<file path="config.mk">
export PLATFORM = sky130hd
export DESIGN_NAME = grc_front
export DESIGN_NICKNAME = d
export VERILOG_FILES = /design/src/rtl/grc_pkg.sv /design/src/rtl/grc_front.sv
export SDC_FILE = /design/constraint.sdc
export NUM_CORES = 1
export LEC_CHECK = 0
export BUFFER_PORTS_ARGS = -buffer_cell sky130_fd_sc_hd__clkbuf_2
export CORE_AREA = 2 2 108 110
export DETAILED_ROUTE_END_ITERATION = 8
export DIE_AREA = 0 0 110 112
export PLACE_DENSITY_LB_ADDON = 0.05
export SYNTH_ARGS = -nofsm -noshare
export SYNTH_HDL_FRONTEND = slang
export SYNTH_SLANG_ARGS = --single-unit
</file>
<file path="constraint.sdc">
create_clock -name vclk -period 19.6
set_input_delay 0.98 -clock vclk [all_inputs]
set_output_delay 0.98 -clock vclk [all_outputs]
set_load 0.005 [all_outputs]
</file>
<file path="src/rtl/grc_pkg.sv">
// Shared types and constants for the grid ray caster.
// Used by every module of the block except grc_ram; depends on nothing.
`default_nettype none

package grc_pkg;

  // Default grid bounds (top-level parameter defaults).
  localparam int GRC_MAX_ROWS = 256;
  localparam int GRC_MAX_COLS = 256;

  // Signed width of walk coordinates and error term; covers the center of a
  // 4096-wide grid plus the largest endpoint offset, and twice that offset.
  localparam int GRC_CW = 14;

  // Command queue depth between front and back.
  localparam int GRC_QUEUE_DEPTH = 2;

  // Input command codes.
  localparam logic GRC_CMD_WRITE = 1'b0;
  localparam logic GRC_CMD_CAST  = 1'b1;

  // Config register indexes.
  localparam logic [1:0] GRC_CFG_ROWS   = 2'd0;
  localparam logic [1:0] GRC_CFG_COLS   = 2'd1;
  localparam logic [1:0] GRC_CFG_THRESH = 2'd2;

  // Result kinds.
  localparam logic [1:0] GRC_KIND_OCC     = 2'd0;
  localparam logic [1:0] GRC_KIND_UNKNOWN = 2'd1;
  localparam logic [1:0] GRC_KIND_NONE    = 2'd2;

  localparam logic [7:0] GRC_CELL_UNKNOWN = 8'hFF;

  // Effective configuration seen by front and back.
  typedef struct packed {
    logic signed [GRC_CW-1:0] rows;
    logic signed [GRC_CW-1:0] cols;
    logic [6:0]               thresh;
  } grc_cfg_t;

  // One classified command. Cast fields are in walk space (steep swapped).
  typedef struct packed {
    logic                     is_cast;
    logic [7:0]               wr_row;
    logic [7:0]               wr_col;
    logic [7:0]               wr_value;
    logic                     steep;
    logic                     xs_neg;
    logic                     ys_neg;
    logic signed [GRC_CW-1:0] x;
    logic signed [GRC_CW-1:0] y;
    logic signed [GRC_CW-1:0] x_end;
    logic signed [GRC_CW-1:0] err;
    logic signed [GRC_CW-1:0] two_dy;
    logic signed [GRC_CW-1:0] two_dy_dx;
  } grc_cmd_t;

endpackage

`default_nettype wire

</file>
<file path="src/rtl/grc_front.sv">
// Front end: accepts input transactions, drops no-op ones, and turns casts
// into Bresenham walk setup. Depends on grc_pkg.
`default_nettype none

module grc_front
  import grc_pkg::*;
(
  input  grc_cfg_t          cfg_i,
  input  logic              in_valid_i,
  output logic              in_ready_o,
  input  logic              command_i,
  input  logic [7:0]        cell_row_i,
  input  logic [7:0]        cell_col_i,
  input  logic signed [7:0] cell_value_i,
  input  logic signed [9:0] end_dx_i,
  input  logic signed [9:0] end_dy_i,
  input  logic              full_i,
  output logic              push_o,
  output grc_cmd_t          cmd_o
);

  logic signed [GRC_CW-1:0] ddx, ddy, adx, ady, x0, y0;
  logic signed [GRC_CW-1:0] sdx, sdy, sx0, sy0, sstep;
  logic                     steep, keep, wr_in_grid;

  assign ddx = GRC_CW'(end_dx_i);
  assign ddy = GRC_CW'(end_dy_i);
  assign adx = (ddx < 0) ? -ddx : ddx;
  assign ady = (ddy < 0) ? -ddy : ddy;
  assign x0  = cfg_i.cols >>> 1;
  assign y0  = cfg_i.rows >>> 1;

  assign steep = (ady >= adx);
  assign sx0   = steep ? y0 : x0;
  assign sy0   = steep ? x0 : y0;
  assign sstep = steep ? ddy : ddx;
  assign sdx   = steep ? ady : adx;
  assign sdy   = steep ? adx : ady;

  assign wr_in_grid = (GRC_CW'(cell_row_i) < cfg_i.rows) &&
                      (GRC_CW'(cell_col_i) < cfg_i.cols);

  // Zero offset casts and out-of-grid writes have no effect at all.
  always_comb begin
    if (command_i == GRC_CMD_CAST) begin
      keep = (end_dx_i != '0) || (end_dy_i != '0);
    end else begin
      keep = wr_in_grid;
    end
  end

  assign in_ready_o = !full_i;
  assign push_o     = in_valid_i && !full_i && keep;

  always_comb begin
    cmd_o           = '0;
    cmd_o.is_cast   = (command_i == GRC_CMD_CAST);
    cmd_o.wr_row    = cell_row_i;
    cmd_o.wr_col    = cell_col_i;
    cmd_o.wr_value  = cell_value_i;
    cmd_o.steep     = steep;
    cmd_o.xs_neg    = steep ? (ddy < 0) : (ddx < 0);
    cmd_o.ys_neg    = steep ? (ddx < 0) : (ddy < 0);
    cmd_o.x         = sx0;
    cmd_o.y         = sy0;
    cmd_o.x_end     = sx0 + sstep;
    cmd_o.two_dy    = sdy <<< 1;
    cmd_o.two_dy_dx = (sdy - sdx) <<< 1;
    cmd_o.err       = (sdy <<< 1) - sdx;
  end

endmodule

`default_nettype wire

</file>
==> reports/results.md <==
| Metric | Value | Unit |
|:---|:---|:---|
| Number of setup buffers added after CTS | 0 | - |
| Final total power | 0.000314 | W |
| Setup-failing EPs final | 0 | - |
| Critical path data arrival time | 8.25 | ns |
| Met2 Track Usage GR | 38.9 | % |
| Smallest setup slack after layout | 10.37 | ns |
| Overall die height | 112 | µm |
| Number of hold-repair buffers added at the cts stage | 0 | - |
| Synth top area share | 14.0 | % |
| Achievable frequency | 108 | MHz |
| Wire length of the first global-routing pass | 21.9 | mm |
| Number of instances in the synthesized netlist | 677 | - |
| Routed wire length | 13.6 | mm |
| Final Hold Viols | 0 | - |
| Max-capacitance violation count | 0 | - |
| Final period utilization | 47.1 | % |
| Top cells by count, synth | sky130_fd_sc_hd__nand2_1, sky130_fd_sc_hd__ha_1, sky130_fd_sc_hd__nor2_1, sky130_fd_sc_hd__inv_1, sky130_fd_sc_hd__a21oi_1 | - |
| RePlAce Congestion | 0.819 | - |
| Largest voltage drop on the vdd net | 25.2 | µV |
| Clock buf count | 0 | - |
| Run status | finished clean | - |
| Number of port buffers | 168 | - |
| Dominant cell type by area after synthesis | sky130_fd_sc_hd__ha_1 | - |
| HPWL after detailed placement | 11.3 | mm |
| Vias/cell | 5.38 | - |
| Leakage component of the power | 2.68 | nW |
| Filler cell count in the final layout | 1218 | - |
| Number of max-slew violations in the final report | 0 | - |
| Effective utilization at floorplan | 39.3 | % |
| Kind of end point of the critical path | output pin | - |
| Portion of the post-synthesis area used by sequential elements | 0 | % |
| Relative max-transition margin | 23.3 | % |
| Core Rows | 39 | - |
| Met3 Use GR | 1.17 | % |
| Top-level port count | 196 | - |
| Post-detailed-route count of antenna-violating nets | 0 | - |
| Startpoint type of the worst setup path | input port | - |
| Setup Total Neg Slack | 0 | ns |
| Post-cts sizing count | 0 | - |
| Setup Crit Path Kind | in2out | - |
| Power density cells | 61.4 | nW/µm² |
| Initial antenna violation count | 0 | - |
| Number of iterations in the first detailed-routing pass | 4 | - |
| Most common cell type on the critical path | sky130_fd_sc_hd__maj3_1 | - |
| Met1 routing resource usage after global routing | 27.9 | % |
| Warning count from the yosys run | 0 | - |
| Transition time at the pin with the least slew margin | 1.15 | ns |
| Worst setup slack after placement | 10.39 | ns |
| Largest net degree at the start of global routing | 68 | - |
| Library cell contributing the largest single delay on the critical path | sky130_fd_sc_hd__buf_4 | - |
| Largest cells by area after synthesis | sky130_fd_sc_hd__ha_1, sky130_fd_sc_hd__nand2_1, sky130_fd_sc_hd__xnor2_1 | - |
| Placeable Area | 11200 | µm² |
| Die area | 12300 | µm² |
| RSZ-0062 raised after global routing | false | - |
| Netlist area before placement | 4390 | µm² |
| Most instantiated library cell after synthesis | sky130_fd_sc_hd__nand2_1 | - |
| Number of library cell types mapped by synthesis | 84 | - |
| Number of design rule violations left after detail routing | 0 | - |
| Die boundary width | 110 | µm |
| Share of post-route cells with drive strength above 1 | 26.2 | % |
| Layout area overhead | 16.4 | % |
| Vias after detailed routing | 5066 | - |
| FFs & Latches | 0 | - |
| Shortest period the worst path allows | 9.23 | ns |
| Diode insertion count for antenna repair | 0 | - |
| Overall routing resource usage | 21.3 | % |
| Average footprint of a synthesized cell | 6.48 | µm² |
| FF/Latch Area | 0 | µm² |
| Largest fanout on the critical path | 67 | - |
| Count of routing violations after the opening detailed-route iteration | 217 | - |
| Global-route layer with the greatest usage | met2 | - |
| Average wire per cell in the routed design | 14.5 | µm |
| Required @ worst endpoint | 18.62 | ns |
| Path class of the lowest-slack min-delay path | in2out | - |
| Net count, final | 934 | - |
| Peak per-stage delay on the critical path | 0.58 | ns |
| Total grt overflow | 0 | - |
| Via count of the first global-routing pass | 4602 | - |
-- layer usage --
layer  vias up  wire length (µm)
met5         -                 0
met4         0               157
met3        14               689
met2       153              6850
met1      2300              5920
li1       2599                 -
-- worst max-delay path: cells and delay by family --
family / cells / cell delay (ns)
adders and majority gates: 6 / 2.31
AOI/OAI and AO/OA: 9 / 2.17
buffers and inverters: 6 / 1.51
and+or+nand+nor: 5 / 1.06
xor gates and xnor gates: 1 / 0.14
-- per-stage QoR --
stage	cell area (µm²)	utilization [%]	hold slack, ns	cells
2_1_floorplan	4450	-	1.99	693
3_3_place_gp	5110	45.7	1.96	942
3_5_place_dp	5110	45.7	1.96	942
4_1_cts	5110	45.7	1.96	942
5_1_grt	5110	45.7	1.96	942
6_report	5110	45.7	1.96	942
-- path summary, 6_finish.rpt --
kind | start | endpoint | slack [ns] | cells past startpoint
max | end_dy_i[0] | cmd_o[52] | 10.37 | 27
min | cell_value_i[2] | cmd_o[89] | 1.96 | 0
-- cell families (layout without fill, tap and decap cells) --
logic type      count (synthesis)  count (layout)  share of synthesized area [%]
compound gates                187             187                           29.3
xor+xnor                       56              56                           11.5
fa+ha+maj                      63              63                           17.7
buf+inv                       116             222                           13.3
mux                             7               7                           1.65
other cells                     2              18                          0.171
simple gates                  246             246                           26.4
-- area by class of cell --
class                      count  area [µm²]  share of cell area (%)
tap                          143         179                    3.50
inverter                      49         185                    3.62
multi-input combinational    577        3870                    75.7
timing repair buffer         173         878                    17.2
-- cell usage in the layout, fill, tap and decap left out, drive strengths merged, types with 4 or more instances in the layout --
cell type | netlist | layout
a211oi | 5 | 5
a21o | 19 | 19
a21oi | 45 | 45
a31oi | 7 | 7
and2 | 4 | 4
and3 | 4 | 4
buf | 48 | 5
clkbuf | 19 | 168
conb | 2 | 18
ha | 49 | 49
inv | 47 | 47
maj3 | 12 | 12
mux2i | 5 | 5
nand2 | 115 | 115
nand2b | 6 | 6
nand3 | 12 | 12
nand4 | 8 | 8
nor2 | 45 | 45
nor2b | 7 | 7
nor3 | 21 | 21
nor4 | 6 | 6
o211ai | 4 | 4
o21ai | 55 | 55
o22ai | 6 | 6
o31ai | 9 | 9
o41ai | 6 | 6
xnor2 | 35 | 35
xor2 | 21 | 21
-- report_power, final --
group | switching, W | internal, W | leakage, nW | total, W
combinational | 0.000177 | 0.000136 | 2.68 | 0.000314
sequential | 0 | 0 | 0 | 0
clock | 0 | 0 | 0 | 0
total | 0.000177 | 0.000136 | 2.68 | 0.000314
No activity file was read; power rests on OpenSTA's default activity.
