<file path="src/rtl/grc_pkg.sv">
// Shared types and constants for the grid ray caster.
// Used by every module of the block except grc_ram; depends on nothing.
`default_nettype none

package grc_pkg;

  // Default grid bounds (top-level parameter defaults).
  localparam int GRC_MAX_ROWS = 256;
  localparam int GRC_MAX_COLS = 256;

  // Signed width of walk coordinates and error term; covers the center of a
  // 4096-wide grid plus the largest endpoint offset, and twice that offset.
  localparam int GRC_CW = 14;

  // Command queue depth between front and back.
  localparam int GRC_QUEUE_DEPTH = 2;

  // Input command codes.
  localparam logic GRC_CMD_WRITE = 1'b0;
  localparam logic GRC_CMD_CAST  = 1'b1;

  // Config register indexes.
  localparam logic [1:0] GRC_CFG_ROWS   = 2'd0;
  localparam logic [1:0] GRC_CFG_COLS   = 2'd1;
  localparam logic [1:0] GRC_CFG_THRESH = 2'd2;

  // Result kinds.
  localparam logic [1:0] GRC_KIND_OCC     = 2'd0;
  localparam logic [1:0] GRC_KIND_UNKNOWN = 2'd1;
  localparam logic [1:0] GRC_KIND_NONE    = 2'd2;

  localparam logic [7:0] GRC_CELL_UNKNOWN = 8'hFF;

  // Effective configuration seen by front and back.
  typedef struct packed {
    logic signed [GRC_CW-1:0] rows;
    logic signed [GRC_CW-1:0] cols;
    logic [6:0]               thresh;
  } grc_cfg_t;

  // One classified command. Cast fields are in walk space (steep swapped).
  typedef struct packed {
    logic                     is_cast;
    logic [7:0]               wr_row;
    logic [7:0]               wr_col;
    logic [7:0]               wr_value;
    logic                     steep;
    logic                     xs_neg;
    logic                     ys_neg;
    logic signed [GRC_CW-1:0] x;
    logic signed [GRC_CW-1:0] y;
    logic signed [GRC_CW-1:0] x_end;
    logic signed [GRC_CW-1:0] err;
    logic signed [GRC_CW-1:0] two_dy;
    logic signed [GRC_CW-1:0] two_dy_dx;
  } grc_cmd_t;

endpackage

`default_nettype wire

</file>
<file path="src/rtl/grc_queue.sv">
// Short command FIFO between front and back.
// Depends on grc_pkg for the command type and depth.
`default_nettype none

module grc_queue
  import grc_pkg::*;
(
  input  logic     clk_i,
  input  logic     rst_ni,
  input  logic     push_i,
  input  grc_cmd_t data_i,
  input  logic     pop_i,
  output grc_cmd_t data_o,
  output logic     full_o,
  output logic     empty_o
);

  localparam int PW = (GRC_QUEUE_DEPTH > 1) ? $clog2(GRC_QUEUE_DEPTH) : 1;

  grc_cmd_t        slot_q [GRC_QUEUE_DEPTH];
  logic [PW-1:0]   wr_ptr_q, rd_ptr_q;
  logic [PW:0]     count_q;

  assign full_o  = (count_q == (PW+1)'(GRC_QUEUE_DEPTH));
  assign empty_o = (count_q == '0);
  assign data_o  = slot_q[rd_ptr_q];

  function automatic logic [PW-1:0] ptr_inc(input logic [PW-1:0] p);
    if (p == PW'(GRC_QUEUE_DEPTH - 1)) begin
      ptr_inc = '0;
    end else begin
      ptr_inc = p + 1'b1;
    end
  endfunction

  always_ff @(posedge clk_i) begin
    if (push_i) begin
      slot_q[wr_ptr_q] <= data_i;
    end
  end

  always_ff @(posedge clk_i or negedge rst_ni) begin
    if (!rst_ni) begin
      wr_ptr_q <= '0;
      rd_ptr_q <= '0;
      count_q  <= '0;
    end else begin
      if (push_i) begin
        wr_ptr_q <= ptr_inc(wr_ptr_q);
      end
      if (pop_i) begin
        rd_ptr_q <= ptr_inc(rd_ptr_q);
      end
      if (push_i && !pop_i) begin
        count_q <= count_q + 1'b1;
      end else if (pop_i && !push_i) begin
        count_q <= count_q - 1'b1;
      end
    end
  end

endmodule

`default_nettype wire

</file>
<file path="config.mk">
export PLATFORM = sky130hd
export DESIGN_NAME = grc_queue
export DESIGN_NICKNAME = d
export VERILOG_FILES = /design/src/rtl/grc_pkg.sv /design/src/rtl/grc_queue.sv
export SDC_FILE = /design/constraint.sdc
export NUM_CORES = 1
export LEC_CHECK = 0
export ABC_AREA = 0
export ABC_CLOCK_PERIOD_IN_PS = 12200
export BUFFER_PORTS_ARGS = -buffer_cell sky130_fd_sc_hd__buf_2
export CORE_MARGIN = 2
export CORE_UTILIZATION = 35
export CTS_CLUSTER_DIAMETER = 150
export DETAILED_ROUTE_END_ITERATION = 12
export PLACE_DENSITY = 0.65
export SYNTH_ARGS = -nofsm -noshare
export SYNTH_HDL_FRONTEND = slang
export SYNTH_SLANG_ARGS = --single-unit
</file>
<file path="constraint.sdc">
create_clock -name clk_i -period 12.2 [get_ports clk_i]
set_input_delay 2.44 -clock clk_i [delete_from_list [all_inputs] [get_ports clk_i]]
set_output_delay 2.44 -clock clk_i [all_outputs]
set_load 0.005 [all_outputs]
</file>
==> flow_metrics.tcl, run 1 <==
set metrics [dict create \
    status "finished, final reports clean" \
    crit_path_max_fanout 61 \
    rsz0062_at_grt "no" \
    yosysWarnings 0 \
    cts_tree "done" \
    rows 57 \
    p_leak_nw 4.231 \
    syn_area_sq_um 8562 \
    wirelength_microns 15960 \
    numPortBuffers 229 \
    num_io_pins 230 \
    power_density_nw_per_um2 226.7 \
    place_congestion 0.7260 \
    slew_headroom_pct 28.82 \
    cts.clk_slew.worst_paths_ns 0.05 \
    criticalPathCategory "register to primary output" \
    holdBufCountCts 0 \
    synth_compound_area_share_pct 0 \
    synth_nets 482 \
    setup_violations 0 \
    final.setup.tns_ns 0 \
    routedWlPerCell_microns 16.76 \
    netlist_instances 365 \
    core_area_sq_um 24180 \
    cap_violations 0 \
    ys_seq_area_share_pct 79.73 \
    min_period_ns 5.471 \
    firstDrtPassIters 7 \
    die-height_microns 160.4 \
    hpwl_microns 10570 \
    endpoint_kind "primary output" \
    antenna_found_initial 1 \
    startpoint_type "register" \
    grt_pass1_wl_microns 23930 \
    clock-sinks 228 \
    antenna_left 0 \
    clock-root-buffer "clkbuf_16" \
    required_ns 9.76 \
    htreeDepth 1 \
    yosysUniqueCellTypes 14 \
    critPathArrivalTime_ns 3.03 \
    track_usage_pct 11.78 \
    finalHoldViolations 0 \
    start_util_pct 35.41 \
    syn_to_final_growth_pct 25.94 \
    cts_resized 0 \
    clockBufferDepth 3 \
    slew_violations 0 \
    grt-ovfl-total 0 \
    min_period_over_period_pct 44.84 \
    synth_top_family_by_area "multiplexers" \
    ir_drop_mv 0.1455 \
    synth_xor_area_share_pct 0.5115 \
    fmax_ghz 0.1828 \
    dieArea_sq_um 25730 \
    drive_gt1_share_pct 60.61 \
    drtIter0Drc 162 \
    grt_pass1_vias 4517 \
    via_count 4213 \
    synth_mux_area_share_pct 17.80 \
    drc 0 \
    die_w_microns 160.4 \
    nFillCells 2092 \
    grt_max_degree 62 \
    postCtsSetupRepairBufs 0 \
    fin_skew_ns 0.01019 \
    worst_pin_slew_ns 1.068 \
    viasPerCell 4.425 \
    synth_fa_ha_area_share_pct 0.1461 \
    hold_class "register to register" \
    fin_nets 729 \
    ys_ff_latch 228 \
    cts_buffers 25 \
    synthSimpleGateAreaFrac_pct 0.3069 \
    synth_area_per_cell_sq_um 23.46 \
    clk_latency_ns 0.49 \
    utilization_pct 44.60 \
]
==> worst max-delay path, cell delays in order, from the launching register on <==
cell and delay, ns:
dfrtp_4 0.95, buf_4 0.96, mux2_2 0.42, buf_2 0.13
==> per-stage QoR <==
step / hold slack, ns / cell area [sq um] / setup slack [ns] / power (mW) / std cells
2_1_floorplan: 0.4531 / 8562 / 4.298 / 1.566 / 365
3_3_place_gp: 0.4738 / 10030 / 7.237 / 1.774 / 909
3_5_place_dp: 0.5190 / 10030 / 7.194 / 1.795 / 909
4_1_cts: 0.5366 / 10780 / 6.652 / 2.488 / 951
5_1_grt: 0.5449 / 10780 / 6.547 / 2.568 / 951
6_report: 0.5340 / 10780 / 6.729 / 2.444 / 952
==> cell usage after synthesis <==
master | instances | share of area (%)
mux2_4 | 70 | 12
dfrtp_1 | 4 | 1.2
buf_2 | 4 | 0.23
xor2_1 | 4 | 0.41
inv_1 | 1 | 0.044
buf_8 | 1 | 0.18
edfxtp_1 | 224 | 79
ha_1 | 1 | 0.15
xnor2_1 | 1 | 0.10
nor2_1 | 2 | 0.088
nor2b_1 | 2 | 0.15
buf_6 | 8 | 1.1
mux2_2 | 42 | 5.5
and2_1 | 1 | 0.073
==> state kept, by name (all words and copies together) (netlist names) <==
register  flops
count_q       2
rd_ptr_q      1
slot_q      224
wr_ptr_q      1
==> layout make-up <==
cell class                 instances  area (sq um)  share of cell area, %
antenna                            1         2.502                0.02321
clock buffer                      32         651.9                  6.046
clock inverter                    10         96.34                 0.8935
inverter                           1         3.754                0.03481
multi-input combinational        123          1617                  14.99
sequential                       228          6830                  63.34
tap                              324         405.4                  3.760
timing repair buffer             233          1176                  10.91
==> power breakdown <==
part | total (mW) | switching, mW | internal (mW)
Sequential | 1.12 | 0.0775 | 1.04
Combinational | 0.641 | 0.280 | 0.361
Clock | 0.684 | 0.269 | 0.415
==> worst paths after layout <==
path / startpoint / endpoint / slack, ns / cells after the start
worst min register to register: count_q[1]$_DFFE_PN0P_ / count_q[1]$_DFFE_PN0P_ / 0.53 / 1
max in group asynchronous: rst_ni / rd_ptr_q$_DFFE_PN0P_ / 10.32 / 1
worst max register to register: wr_ptr_q$_DFFE_PN0P_ / slot_q[1][55]$_DFFE_PP_ / 9.89 / 2
worst max-delay path: rd_ptr_q$_DFFE_PN0P_ / data_o[91] / 6.73 / 3
worst min-delay path: count_q[1]$_DFFE_PN0P_ / count_q[1]$_DFFE_PN0P_ / 0.53 / 1
min in group asynchronous: rst_ni / rd_ptr_q$_DFFE_PN0P_ / 1.74 / 1
==> routing by layer <==
layer	GRT usage (%)	up-vias	routed length, microns
li1	-	1943	-
met1	13.51	2073	6284
met2	20.94	172	8058
met3	3.977	25	1300
met4	3.399	0	314
met5	0	-	0
==> cells by family after synthesis <==
kind of cell	count (synthesis)
flops	228
mux	112
xor+xnor	5
simple gates	5
fa+ha+maj	1
buf+inv	14
==> cells in the final DEF, fill, tap and decap left out <==
cell type	count
mux2_4	70
buf_2	229
clkinv_2	5
clkbuf_16	25
nor2b_4	1
dfrtp_4	1
and2_4	1
nor2_1	2
edfxtp_1	224
clkbuf_1	7
bufinv_16	2
buf_4	4
ha_1	1
mux2_2	42
xnor2_1	1
clkinv_1	3
diode_2	1
dfrtp_1	3
inv_1	1
xor2_1	4
nor2b_1	1
No activity file was read; power rests on OpenSTA's default activity.
==> inputs of run 2 (changes only) <==
- ABC_CLOCK_PERIOD_IN_PS: 12200 -> 4700
- PLACE_DENSITY: 0.65 -> 0.67
- clock period: 12.2 -> 4.7 ns (I/O delays scaled with it)
==> flow_metrics.tcl, run 2 (synthesis results as in run 1) <==
set metrics [dict create \
    grt-ovfl-total 0 \
    finalPower_mw 6.440 \
    setup_violations 0 \
    startpoint_type "register" \
    worst-r2r-setup-slack_ns 2.63 \
    critPathArrivalTime_ns 2.22 \
    final.setup.tns_ns 0 \
    finalHoldViolations 0 \
    holdBufCountCts 0 \
    fin_nets 729 \
    fin_cells 953 \
    die_w_microns 160.4 \
    rows 57 \
    antenna_left 0 \
    critPathMaxStageDelay_ns 0.61 \
    num_io_pins 230 \
    clock-sinks 228 \
    drc 0 \
    power_density_nw_per_um2 593.8 \
    htreeDepth 1 \
    endpoint_kind "primary output" \
    firstDrtPassIters 4 \
    required_ns 3.76 \
    die-height_microns 160.4 \
    dp_cells 910 \
    rsz0062_at_grt "no" \
    critical-path-slowest-cell "dfrtp_4" \
    dieArea_sq_um 25730 \
    cts.clk_slew.worst_paths_ns 0.06 \
    utilization_pct 44.86 \
    criticalPathCategory "register to primary output" \
    hold_class "input pin to asynchronous set/reset pin" \
    grt_max_degree 96 \
    antennaDiodeCount 0 \
    cts_tree "done" \
    slew_headroom_pct 34.96 \
    core_area_sq_um 24180 \
    cap_violations 0 \
    r2r_start "wr_ptr_q$_DFFE_PN0P_" \
    slew_violations 0 \
    min_period_ns 3.160 \
    numPortBuffers 229 \
    postCtsSetupRepairBufs 0 \
    track_usage_pct 12.04 \
    largest_register_ffs 224 \
    rr_endpoint "slot_q[1][108]$_DFFE_PP_" \
    clk_latency_ns 0.51 \
    nFillCells 2062 \
    crit_chain "buf_4 -> mux2_2 -> buf_2" \
    syn_to_final_growth_pct 26.67 \
    min_period_over_period_pct 67.23 \
    hpwl_microns 10460 \
    place_congestion 0.7526 \
    top_regs "slot_q x224, count_q x2" \
    cts_buffers 24 \
    antenna_found_initial 0 \
    drtIter0Drc 273 \
    worst-path-buf-inv 2 \
    start_util_pct 35.41 \
    grt_pass1_wl_microns 24600 \
    fin_skew_ns 0.007588 \
    r2r_cells 2 \
    wirelength_microns 15890 \
    whs_ns 0.2389 \
    clock-root-buffer "clkbuf_16" \
    cts_resized 0 \
    final_common_cell "buf_2" \
    ir_drop_mv 0.3427 \
    p_leak_nw 4.257 \
    crit_path_max_fanout 35 \
    grt_pass1_vias 4702 \
    clockBufferDepth 3 \
    viasPerCell 4.476 \
    drive_gt1_share_pct 60.57 \
    fmax_ghz 0.3165 \
    routedWlPerCell_microns 16.67 \
    via_count 4266 \
    worst_pin_slew_ns 0.9756 \
    final_cell_mix "buf_2 (229), edfxtp_1 (224), mux2_4 (70)" \
    regMostFlops "slot_q" \
    crit_family "buffers and inverters" \
    status "finished, final reports clean" \
]
run 2: worst max path at each step:
stage                               startpoint                       end  slack (ns)  cells past startpoint
after floorplan                         push_i    slot_q[0][0]$_DFFE_PP_        0.40                      1
after global placement                  push_i   slot_q[1][97]$_DFFE_PP_        2.01                      3
after detailed placement                push_i  slot_q[1][109]$_DFFE_PP_        1.94                      3
after CTS                 rd_ptr_q$_DFFE_PN0P_                data_o[93]        1.48                      3
after global routing      rd_ptr_q$_DFFE_PN0P_                 data_o[1]        1.41                      3
final                     rd_ptr_q$_DFFE_PN0P_                 data_o[1]        1.54                      3
run 2: per-stage QoR:
step | cell area, sq um | worst slack (ns)
floorplan | 8564 | 0.4009
global placement | 10060 | 2.010
detailed placement | 10060 | 1.939
CTS | 10850 | 1.482
global route | 10850 | 1.415
finish | 10850 | 1.540
run 2: area by class of cell:
| type | instances | area [sq um] | area share (%) |
|---|---|---|---|
| well taps | 324 | 405.4 | 3.738 |
| multi-input cells | 123 | 1617 | 14.91 |
| clock inverters | 12 | 132.6 | 1.223 |
| flip-flops and latches | 228 | 6830 | 62.98 |
| repair buffers | 234 | 1209 | 11.14 |
| clock buffers | 31 | 648.1 | 5.976 |
| inverters | 1 | 3.754 | 0.03461 |
run 2: metal layers:
metal | track usage (%) | wire [microns]
met5 | 0 | 0
met4 | 3.481 | 426
met3 | 3.538 | 1228
met2 | 21.26 | 7892
met1 | 14.29 | 6342
run 2: report_power, final:
group	internal (mW)	total [mW]	switching, mW	leakage (nW)
Clock	1.13	1.86	0.724	0.382
Combinational	0.943	1.75	0.805	1.73
Sequential	2.70	2.83	0.131	2.15
