## src/rtl/grc_pkg.sv

```systemverilog
// Shared types and constants for the grid ray caster.
// Used by every module of the block except grc_ram; depends on nothing.
`default_nettype none

package grc_pkg;

  // Default grid bounds (top-level parameter defaults).
  localparam int GRC_MAX_ROWS = 256;
  localparam int GRC_MAX_COLS = 256;

  // Signed width of walk coordinates and error term; covers the center of a
  // 4096-wide grid plus the largest endpoint offset, and twice that offset.
  localparam int GRC_CW = 14;

  // Command queue depth between front and back.
  localparam int GRC_QUEUE_DEPTH = 2;

  // Input command codes.
  localparam logic GRC_CMD_WRITE = 1'b0;
  localparam logic GRC_CMD_CAST  = 1'b1;

  // Config register indexes.
  localparam logic [1:0] GRC_CFG_ROWS   = 2'd0;
  localparam logic [1:0] GRC_CFG_COLS   = 2'd1;
  localparam logic [1:0] GRC_CFG_THRESH = 2'd2;

  // Result kinds.
  localparam logic [1:0] GRC_KIND_OCC     = 2'd0;
  localparam logic [1:0] GRC_KIND_UNKNOWN = 2'd1;
  localparam logic [1:0] GRC_KIND_NONE    = 2'd2;

  localparam logic [7:0] GRC_CELL_UNKNOWN = 8'hFF;

  // Effective configuration seen by front and back.
  typedef struct packed {
    logic signed [GRC_CW-1:0] rows;
    logic signed [GRC_CW-1:0] cols;
    logic [6:0]               thresh;
  } grc_cfg_t;

  // One classified command. Cast fields are in walk space (steep swapped).
  typedef struct packed {
    logic                     is_cast;
    logic [7:0]               wr_row;
    logic [7:0]               wr_col;
    logic [7:0]               wr_value;
    logic                     steep;
    logic                     xs_neg;
    logic                     ys_neg;
    logic signed [GRC_CW-1:0] x;
    logic signed [GRC_CW-1:0] y;
    logic signed [GRC_CW-1:0] x_end;
    logic signed [GRC_CW-1:0] err;
    logic signed [GRC_CW-1:0] two_dy;
    logic signed [GRC_CW-1:0] two_dy_dx;
  } grc_cmd_t;

endpackage

`default_nettype wire

```

## src/rtl/grc_back.sv

```systemverilog
// Back end: executes cell writes and walks casts against the grid RAM,
// one cell read per cycle, and holds the result register.
// Depends on grc_pkg; drives the RAM ports of the top level.
`default_nettype none

module grc_back
  import grc_pkg::*;
#(
  parameter int MAX_ROWS = GRC_MAX_ROWS,
  parameter int MAX_COLS = GRC_MAX_COLS
) (
  input  logic                                   clk_i,
  input  logic                                   rst_ni,
  input  grc_cfg_t                               cfg_i,
  input  grc_cmd_t                               head_i,
  input  logic                                   empty_i,
  output logic                                   pop_o,
  output logic                                   we_o,
  output logic [$clog2(MAX_ROWS*MAX_COLS)-1:0]   waddr_o,
  output logic [7:0]                             wdata_o,
  output logic                                   re_o,
  output logic [$clog2(MAX_ROWS*MAX_COLS)-1:0]   raddr_o,
  input  logic [7:0]                             rdata_i,
  output logic                                   out_valid_o,
  input  logic                                   out_ready_i,
  output logic [1:0]                             hit_kind_o,
  output logic [7:0]                             hit_row_o,
  output logic [7:0]                             hit_col_o
);

  localparam int AW  = $clog2(MAX_ROWS * MAX_COLS);
  localparam int RW  = $clog2(MAX_ROWS);
  localparam int CLW = $clog2(MAX_COLS);

  localparam logic [1:0] ST_IDLE   = 2'd0;
  localparam logic [1:0] ST_WALK   = 2'd1;
  localparam logic [1:0] ST_FINISH = 2'd2;

  logic [1:0]               state_q, state_d;
  logic signed [GRC_CW-1:0] x_q, x_d, y_q, y_d, xend_q, xend_d, err_q, err_d;
  logic signed [GRC_CW-1:0] tdy_q, tdy_d, tdydx_q, tdydx_d;
  logic                     steep_q, steep_d, xs_neg_q, xs_neg_d, ys_neg_q, ys_neg_d;
  logic                     live_q, live_d, pend_q, pend_d;
  logic [RW-1:0]            pend_row_q, pend_row_d, last_row_q, last_row_d;
  logic [CLW-1:0]           pend_col_q, pend_col_d, last_col_q, last_col_d;
  logic [1:0]               kind_q, kind_d;

  logic signed [GRC_CW-1:0] cur_row, cur_col;
  logic                     pos_ok, is_occ, is_unk, out_load;

  assign cur_row = steep_q ? x_q : y_q;
  assign cur_col = steep_q ? y_q : x_q;
  assign pos_ok  = (x_q != xend_q) && (cur_col >= 0) && (cur_col < cfg_i.cols) &&
                   (cur_row >= 0) && (cur_row < cfg_i.rows);

  assign is_occ = $signed(rdata_i) > $signed({1'b0, cfg_i.thresh});
  assign is_unk = (rdata_i == GRC_CELL_UNKNOWN);

  assign waddr_o = AW'(head_i.wr_row) * AW'(MAX_COLS) + AW'(head_i.wr_col);
  assign wdata_o = head_i.wr_value;
  assign raddr_o = AW'(cur_row[RW-1:0]) * AW'(MAX_COLS) + AW'(cur_col[CLW-1:0]);

  assign out_load = (state_q == ST_FINISH) && (!out_valid_o || out_ready_i);

  always_comb begin
    state_d    = state_q;
    x_d        = x_q;
    y_d        = y_q;
    xend_d     = xend_q;
    err_d      = err_q;
    tdy_d      = tdy_q;
    tdydx_d    = tdydx_q;
    steep_d    = steep_q;
    xs_neg_d   = xs_neg_q;
    ys_neg_d   = ys_neg_q;
    live_d     = live_q;
    pend_d     = 1'b0;
    pend_row_d = pend_row_q;
    pend_col_d = pend_col_q;
    last_row_d = last_row_q;
    last_col_d = last_col_q;
    kind_d     = kind_q;
    pop_o      = 1'b0;
    we_o       = 1'b0;
    re_o       = 1'b0;

    case (state_q)
      ST_IDLE: begin
        if (!empty_i) begin
          pop_o = 1'b1;
          if (head_i.is_cast) begin
            x_d      = head_i.x;
            y_d      = head_i.y;
            xend_d   = head_i.x_end;
            err_d    = head_i.err;
            tdy_d    = head_i.two_dy;
            tdydx_d  = head_i.two_dy_dx;
            steep_d  = head_i.steep;
            xs_neg_d = head_i.xs_neg;
            ys_neg_d = head_i.ys_neg;
            live_d   = 1'b1;
            state_d  = ST_WALK;
          end else begin
            we_o = 1'b1;
          end
        end
      end

      ST_WALK: begin
        // Walker: issue the read for the current cell and step ahead.
        if (live_q) begin
          if (pos_ok) begin
            re_o       = 1'b1;
            pend_d     = 1'b1;
            pend_row_d = cur_row[RW-1:0];
            pend_col_d = cur_col[CLW-1:0];
            x_d        = xs_neg_q ? x_q - GRC_CW'(1) : x_q + GRC_CW'(1);
            if (err_q > 0) begin
              err_d = err_q + tdydx_q;
              y_d   = ys_neg_q ? y_q - GRC_CW'(1) : y_q + GRC_CW'(1);
            end else begin
              err_d = err_q + tdy_q;
            end
          end else begin
            live_d = 1'b0;
          end
        end
        // Checker: look at the cell read last cycle.
        if (pend_q) begin
          last_row_d = pend_row_q;
          last_col_d = pend_col_q;
          if (is_occ || is_unk) begin
            kind_d  = is_occ ? GRC_KIND_OCC : GRC_KIND_UNKNOWN;
            live_d  = 1'b0;
            pend_d  = 1'b0;
            state_d = ST_FINISH;
          end
        end else if (!live_q) begin
          kind_d  = GRC_KIND_NONE;
          state_d = ST_FINISH;
        end
      end

      ST_FINISH: begin
        if (out_load) begin
          state_d = ST_IDLE;
        end
      end

      default: begin
        state_d = ST_IDLE;
      end
    endcase
  end

  always_ff @(posedge clk_i) begin
    x_q        <= x_d;
    y_q        <= y_d;
    xend_q     <= xend_d;
    err_q      <= err_d;
    tdy_q      <= tdy_d;
    tdydx_q    <= tdydx_d;
    steep_q    <= steep_d;
    xs_neg_q   <= xs_neg_d;
    ys_neg_q   <= ys_neg_d;
    pend_row_q <= pend_row_d;
    pend_col_q <= pend_col_d;
    last_row_q <= last_row_d;
    last_col_q <= last_col_d;
    kind_q     <= kind_d;
    if (out_load) begin
      hit_kind_o <= kind_q;
      hit_row_o  <= 8'(last_row_q);
      hit_col_o  <= 8'(last_col_q);
    end
  end

  always_ff @(posedge clk_i or negedge rst_ni) begin
    if (!rst_ni) begin
      state_q     <= ST_IDLE;
      live_q      <= 1'b0;
      pend_q      <= 1'b0;
      out_valid_o <= 1'b0;
    end else begin
      state_q <= state_d;
      live_q  <= live_d;
      pend_q  <= pend_d;
      if (out_load) begin
        out_valid_o <= 1'b1;
      end else if (out_ready_i) begin
        out_valid_o <= 1'b0;
      end
    end
  end

endmodule

`default_nettype wire

```

## config.mk

```make
export PLATFORM = sky130hd
export DESIGN_NAME = grc_back
export DESIGN_NICKNAME = d
export VERILOG_FILES = /design/src/rtl/grc_pkg.sv /design/src/rtl/grc_back.sv
export SDC_FILE = /design/constraint.sdc
export NUM_CORES = 1
export LEC_CHECK = 0
export BUFFER_PORTS_ARGS = -buffer_cell sky130_fd_sc_hd__buf_2
export CORE_AREA = 3 3 150 152
export DETAILED_ROUTE_END_ITERATION = 16
export DIE_AREA = 0 0 153 155
export PLACE_DENSITY = 0.63
export SETUP_SLACK_MARGIN = 0.1
export SYNTH_ARGS = -nofsm -noshare
export SYNTH_HDL_FRONTEND = slang
export SYNTH_SLANG_ARGS = --single-unit
```

## constraint.sdc

```tcl
create_clock -name clk_i -period 3.7 [get_ports clk_i]
set_clock_uncertainty 0.1 [all_clocks]
set_input_delay 0.185 -clock clk_i [delete_from_list [all_inputs] [get_ports clk_i]]
set_output_delay 0.185 -clock clk_i [all_outputs]
set_load 0.1 [all_outputs]
```

==> out/results.tsv, run 1 <==
stage	metric	value	unit
cts	Worst-path clk slew	0.07	ns
cts	worst-skew pair later-pin latency	0.42	ns
yosys	synthesized area	8470	µm²
cells_and_area	Nets	1231	
grt	initial antenna violation count	2	
power_and_ir_drop	NetSw	3.20	mW
routing	First-pass DRT Iterations	4	
cts	CTS sink count	144	
timing	fin crit share	93.9	%
power_and_ir_drop	Logic pwr share	45.5	%
cells_and_area	Layout area overhead	33.1	%
power_and_ir_drop	Seq pwr share	32.0	%
run	max-cap viol count	0	
timing	# setup viols final	0	
cts	maximum buffer depth of the clock tree	2	
grt	first-pass GRT wire length	33.9	mm
floorplanning	initial core utilization	40.1	%
power_and_ir_drop	Leakage	4.72	nW
floorplanning	die area	23700	µm²
critical_path	crit path capture type	flop	
routing	Post-Route WL	22.0	mm
placed_design	instance area at placement	9660	µm²
placed_design	port buffer count	172	
timing	Hold Fails Final Rpt	0	
yosys	Post-synth EDFFs	139	
routing	Via Count	6631	
yosys	Syn Area/Cell	11.5	µm²
critical_path	startpoint types	flop	
routing	mean number of vias per cell	5.14	
grt	total grt overflow	0	
floorplanning	Core Rows	53	
timing	Final TNS setup	0	ns
placed_design	GPL Wtd Cong	0.839	
routing	# DRC	0	
cells_and_area	commonest non-fill, non-tap cells in the layout	buf_2, edfxtp_1, dlygate4sd3_1	
grt	largest net degree at the start of global routing	87	
yosys	Yosys reg bits	144	
critical_path	critical path fanouts, max	8	
floorplanning	Die H	155	µm
placed_design	DP Wirelength	16.3	mm
timing	Final WS setup	0.224	ns
cts	root buffer cell	clkbuf_16	
timing	Achievable Freq	288	MHz
floorplanning	Die X	153	µm
routing	Wirelength per Cell	17.1	µm
critical_path	R2R setup slack	0.22	ns
placed_design	placed cell count	1157	
floorplanning	I/O pin cnt	221	
status	status	completed	
yosys	Syn Inst Count	735	
yosys	post-synth cell types	58	
critical_path	Worst R2R End	err_q[12]	
timing	Final Slew Violations	0	
timing	Slew headroom	33.8	%
timing	RSZ-0062 raised after global routing	yes	
routing	antenna viol nets, final	0	
yosys	Post-synth top flop	edfxtp_1	
critical_path	FF-to-FF Start	err_q[2]	
floorplanning	core box area	21200	µm²
critical_path	r2r worst-path depth	12	
power_and_ir_drop	Worst VDD drop	0.369	mV
cts	CTS Buf Count	17	
power_and_ir_drop	pwr dens	665	nW/µm²
cells_and_area	final core occ	53.3	%
power_and_ir_drop	internal power	4.31	mW
cts	CTS tree	done	
placed_design	dpl ws	0.00679	ns
cells_and_area	post-route insts no fill	1289	
routing	DR iter-0 viols	419	
power_and_ir_drop	Net Sw Frac	42.6	%
yosys	Synthesized Nets	967	
min_path	Hold Crit Class	primary input to async pin	
yosys	sequential-to-total area share from yosys stat	50.7	%
critical_path	CP arrival	3.51	ns
yosys	Synth async-reset ratio	3.47	%
critical_path	WP data required	3.74	ns
cells_and_area	Final Cell Area	11300	µm²
critical_path	WS Path Type	flop to flop	
timing	fin crit period	3.48	ns
yosys	warnings from Yosys	0	
cts	H-tree depth	4	
grt	gr usage total	18.2	%
cells_and_area	most common cell after layout, fill and taps aside	buf_2	
timing	Worst Tran Pin Value	0.991	ns
power_and_ir_drop	Clock power frac	22.5	%
cells_and_area	layout cells sized above 1	29.4	%
grt	number of global-route vias before repair	6430	
==> power groups by stage <==
stage          combinational [mW]  clock, mW  sequential (mW)
2_1_floorplan                2.34          0             2.69
3_3_place_gp                 3.21          0             2.43
3_5_place_dp                 3.24          0             2.44
4_1_cts                      3.34       1.73             2.40
5_1_grt                      3.73       1.80             2.43
6_report                     3.41       1.69             2.40
==> flip-flops by register name (all words and copies together) (netlist names), 14 cells and up <==
| register | count |
|---|---|
| x_q | 14 |
| y_q | 14 |
| tdy_q | 14 |
| tdydx_q | 14 |
| err_q | 14 |
| xend_q | 14 |
==> routing by layer <==
layer | vias to the layer above | share of wire [%] | track usage [%]
li1 | 3273 | - | -
met1 | 3127 | 45 | 24.2
met2 | 196 | 48 | 30.2
met3 | 35 | 5.0 | 3.20
met4 | 0 | 2.0 | 6.28
met5 | - | 0 | 0
==> critical path, cell delays in order, from the launching register on <==
cell and delay (ns):
edfxtp_1 0.42, nor4_2 0.31, and4_1 0.27, nor2_2 0.09
buf_6 0.15, mux2_2 0.30, ha_4 0.30, nor2b_2 0.15
o31a_1 0.23, o211ai_1 0.17, a2111oi_2 0.46, o21a_1 0.18
o31ai_1 0.06
==> final cells by class <==
class | count | area, µm²
diodes | 2 | 5.00
clock buffers | 17 | 425
clock inverters | 15 | 161
fillers | 1839 | 9870
inverters | 51 | 195
multi-input cells | 501 | 3900
flip-flops and latches | 144 | 4300
well taps | 275 | 344
repair buffers | 284 | 1950
==> cell usage after synthesis (3+ instances only) <==
| master | count | area share (%) |
|---|---|---|
| clkbuf_1 | 11 | 0.49 |
| and3_1 | 3 | 0.22 |
| and4_1 | 4 | 0.41 |
| dfrtp_1 | 5 | 1.5 |
| o21ai_0 | 54 | 3.2 |
| inv_1 | 51 | 2.3 |
| nor3b_1 | 6 | 0.53 |
| a211oi_1 | 12 | 1.1 |
| nor2b_1 | 7 | 0.52 |
| a21oi_1 | 29 | 1.7 |
| fa_1 | 3 | 0.71 |
| nor2_1 | 39 | 1.7 |
| nor4_1 | 5 | 0.37 |
| nor3_1 | 10 | 0.59 |
| buf_1 | 3 | 0.13 |
| a21o_1 | 15 | 1.3 |
| o21a_1 | 13 | 1.2 |
| nand3b_1 | 3 | 0.27 |
| nand3_1 | 13 | 0.77 |
| xor2_1 | 19 | 2.0 |
| ha_1 | 70 | 10 |
| o211ai_1 | 5 | 0.44 |
| xnor2_1 | 15 | 1.6 |
| nand2_1 | 52 | 2.3 |
| nand4_1 | 8 | 0.59 |
| a31oi_1 | 3 | 0.22 |
| o31ai_1 | 9 | 0.80 |
| o31a_1 | 3 | 0.31 |
| mux2_2 | 41 | 5.4 |
| edfxtp_1 | 139 | 49 |
| or2_2 | 4 | 0.30 |
| o22ai_1 | 4 | 0.30 |
| buf_4 | 24 | 2.1 |
| nand2b_1 | 12 | 0.89 |
| o21bai_1 | 4 | 0.35 |
==> stage by stage <==
stage / power, mW / hold slack (ns)
2_1_floorplan: 5.03 / -0.211
3_3_place_gp: 5.65 / -0.0893
3_5_place_dp: 5.67 / -0.0898
4_1_cts: 7.47 / 0.0204
5_1_grt: 7.95 / 0.0499
6_report: 7.51 / 0.0410
==> worst max path at each step <==
stage	start	endpoint	slack (ns)	depth (start not counted)
global placement	err_q[1]	err_q[12]	0.09	13
global route	err_q[2]	err_q[12]	0.08	13
floorplan	steep_q	pend_col_q[0]	0.09	9
CTS	steep_q	re_o	0.09	10
finish	err_q[2]	err_q[12]	0.22	12
detailed placement	err_q[1]	err_q[12]	0.007	13
==> logic make-up after synthesis <==
| group | count (synthesis) | synth area share, % |
|---|---|---|
| adder cells (fa/ha/maj) | 73 | 11.0 |
| buffers and inverters | 90 | 5.06 |
| AND/OR/NAND/NOR | 177 | 10.6 |
| multiplexers | 41 | 5.45 |
| AO/OA/AOI/OAI | 176 | 13.6 |
| flip-flops | 144 | 50.7 |
| XOR/XNOR | 34 | 3.51 |
==> timing repair <==
item | 4_1_cts | 5_1_grt
pin swaps | 1 | 8
endpoints found under the hold margin | 93 | 0
setup buffers | 3 | 7
hold buffers | 88 | 0
setup endpoints to repair | 60 | 47
gates resized for setup | 2 | 13
Note: power is estimated with default switching activity, not from simulation.
==> run 2, diff against run 1 <==
--- a/config.mk
+++ b/config.mk
@@ -10,6 +10,7 @@
 export DETAILED_ROUTE_END_ITERATION = 16
 export DIE_AREA = 0 0 153 155
 export PLACE_DENSITY = 0.63
+export REMOVE_ABC_BUFFERS = 1
 export SETUP_SLACK_MARGIN = 0.1
 export SYNTH_ARGS = -nofsm -noshare
 export SYNTH_HDL_FRONTEND = slang
==> out/results.tsv, run 2 (synthesis results as in run 1) <==
stage	metric	value	unit
critical_path	startpoint types	flop	
timing	Final Slew Violations	0	
min_path	Hold Crit Class	primary input to flop	
placed_design	GPL Wtd Cong	0.905	
grt	M1 GR Usage	24.7	%
grt	global route hottest layer	met2	
routing	First-pass DRT Iterations	5	
floorplanning	I/O pin cnt	221	
floorplanning	initial core utilization	40.1	%
grt	gr usage total	18.1	%
power_and_ir_drop	Seq pwr share	31.7	%
cts	worst-skew pair later-pin latency	0.42	ns
critical_path	CP arrival	3.62	ns
floorplanning	Die H	155	µm
routing	mean number of vias per cell	5.17	
timing	fin crit period	3.58	ns
power_and_ir_drop	Clock power frac	22.8	%
timing	hold slack final	0.0259	ns
critical_path	critical path, cell by cell	nor4_2 -> and4_1 -> nor2_4 -> mux2_4 -> ha_4 -> inv_2 -> fa_2 -> nor2b_4 -> o31a_1 -> o211ai_1 -> a2111oi_2 -> o21a_1 -> o31ai_1	
placed_design	instance area at placement	9590	µm²
grt	initial antenna violation count	1	
placed_design	port buffer count	172	
cts	H-tree depth	4	
critical_path	WP data required	3.74	ns
timing	Achievable Freq	279	MHz
status	status	completed	
placed_design	DP Wirelength	16.3	mm
routing	Via Count	6649	
cells_and_area	Nets	1229	
cts	root buffer cell	clkbuf_16	
power_and_ir_drop	NetSw	3.24	mW
cells_and_area	commonest non-fill, non-tap cells in the layout	buf_2, edfxtp_1, dlygate4sd3_1	
grt	met3 GRT Util	3.50	%
floorplanning	Die X	153	µm
cells_and_area	most common cell after layout, fill and taps aside	buf_2	
timing	Hold Fails Final Rpt	0	
cts	CTS Buf Count	17	
grt	grt met2 use	28.6	%
cells_and_area	layout cells sized above 1	28.9	%
critical_path	crit path capture type	flop	
timing	Final WS setup	0.117	ns
grt	number of global-route vias before repair	6369	
cts	Worst-path clk slew	0.07	ns
cts	CTS tree	done	
routing	# DRC	0	
cells_and_area	Final Cell Area	11300	µm²
routing	DR iter-0 viols	459	
critical_path	WS Path Type	flop to flop	
critical_path	CP max stage delay	0.45	ns
timing	Slew headroom	21.8	%
power_and_ir_drop	Net Sw Frac	42.9	%
power_and_ir_drop	Worst VDD drop	0.379	mV
power_and_ir_drop	Leakage	4.70	nW
timing	fin crit share	96.8	%
cts	CTS sink count	144	
cells_and_area	Layout area overhead	33.3	%
floorplanning	core box area	21200	µm²
floorplanning	die area	23700	µm²
timing	Worst Tran Pin Value	1.17	ns
run	max-cap viol count	0	
grt	total grt overflow	0	
routing	Post-Route WL	22.4	mm
floorplanning	Core Rows	53	
power_and_ir_drop	internal power	4.31	mW
critical_path	Crit-path slowest cell	edfxtp_1	
routing	Wirelength per Cell	17.4	µm
timing	# setup viols final	0	
grt	largest net degree at the start of global routing	84	
cts	maximum buffer depth of the clock tree	2	
routing	antenna viol nets, final	0	
power_and_ir_drop	Logic pwr share	45.4	%
power_and_ir_drop	pwr dens	668	nW/µm²
placed_design	dpl ws	0.00682	ns
critical_path	critical path fanouts, max	3	
grt	first-pass GRT wire length	33.7	mm
## run 2: worst max-delay path, delay by kind of cell (launching register included)
family	cells	cell delay (ns)
compound gates	5	1.09
simple gates	4	0.89
fa+ha+maj	2	0.51
flops	1	0.45
mux	1	0.21
buf+inv	1	0.04
## run 2: area by class of cell
cell class	instances	area, µm²
clock inverters	15	194
multi-input cells	501	3880
inverters	51	191
fillers	1805	9860
repair buffers	282	1960
diodes	1	2.50
flip-flops and latches	144	4300
well taps	275	344
clock buffers	17	425
## run 2: routing by layer
| metal | part of all wire, % | vias to the layer above |
|---|---|---|
| li1 | - | 3272 |
| met1 | 45 | 3087 |
| met2 | 47 | 251 |
| met3 | 5.2 | 39 |
| met4 | 3.1 | 0 |
| met5 | 0 | - |
## run 2: timing repair
action / in CTS / in global routing
endpoints found under the hold margin: 92 / 0
pin swaps: 0 / 10
setup buffers: 0 / 6
resized for setup: 6 / 19
setup endpoints to repair: 2 / 4
hold buffers: 90 / 0
## run 2: final timing paths
| kind | slack [ns] | end | startpoint | depth (start not counted) |
|---|---|---|---|---|
| setup reg to reg | 0.12 | err_q[12] | err_q[2] | 13 |
| hold reg to reg | 0.31 | last_col_q[5] | pend_col_q[5] | 0 |
| max in group asynchronous | 2.24 | out_valid_o | rst_ni | 4 |
| hold / removal | 0.03 | live_q | head_i[111] | 3 |
| setup / recovery | 0.12 | err_q[12] | err_q[2] | 13 |
| min in group asynchronous | 0.56 | state_q[1] | rst_ni | 3 |
## run 2: power by group through the flow
stage          logic, mW  clock network [mW]  registers [mW]
4_1_cts             3.32                1.75            2.38
3_3_place_gp        3.19                   0            2.41
2_1_floorplan       2.14                   0            2.69
3_5_place_dp        3.22                   0            2.42
5_1_grt             3.72                1.82            2.42
6_report            3.43                1.72            2.40
## run 2: per-stage QoR
stage / util, % / setup TNS, ns / power, mW / std cells
floorplan: - / -136.10 / 4.84 / 696
global placement: 45.3 / 0 / 5.61 / 1157
detailed placement: 45.3 / 0 / 5.63 / 1157
CTS: 52.6 / 0 / 7.45 / 1279
global route: 53.4 / -0.00843 / 7.96 / 1286
finish: 53.4 / 0 / 7.55 / 1286
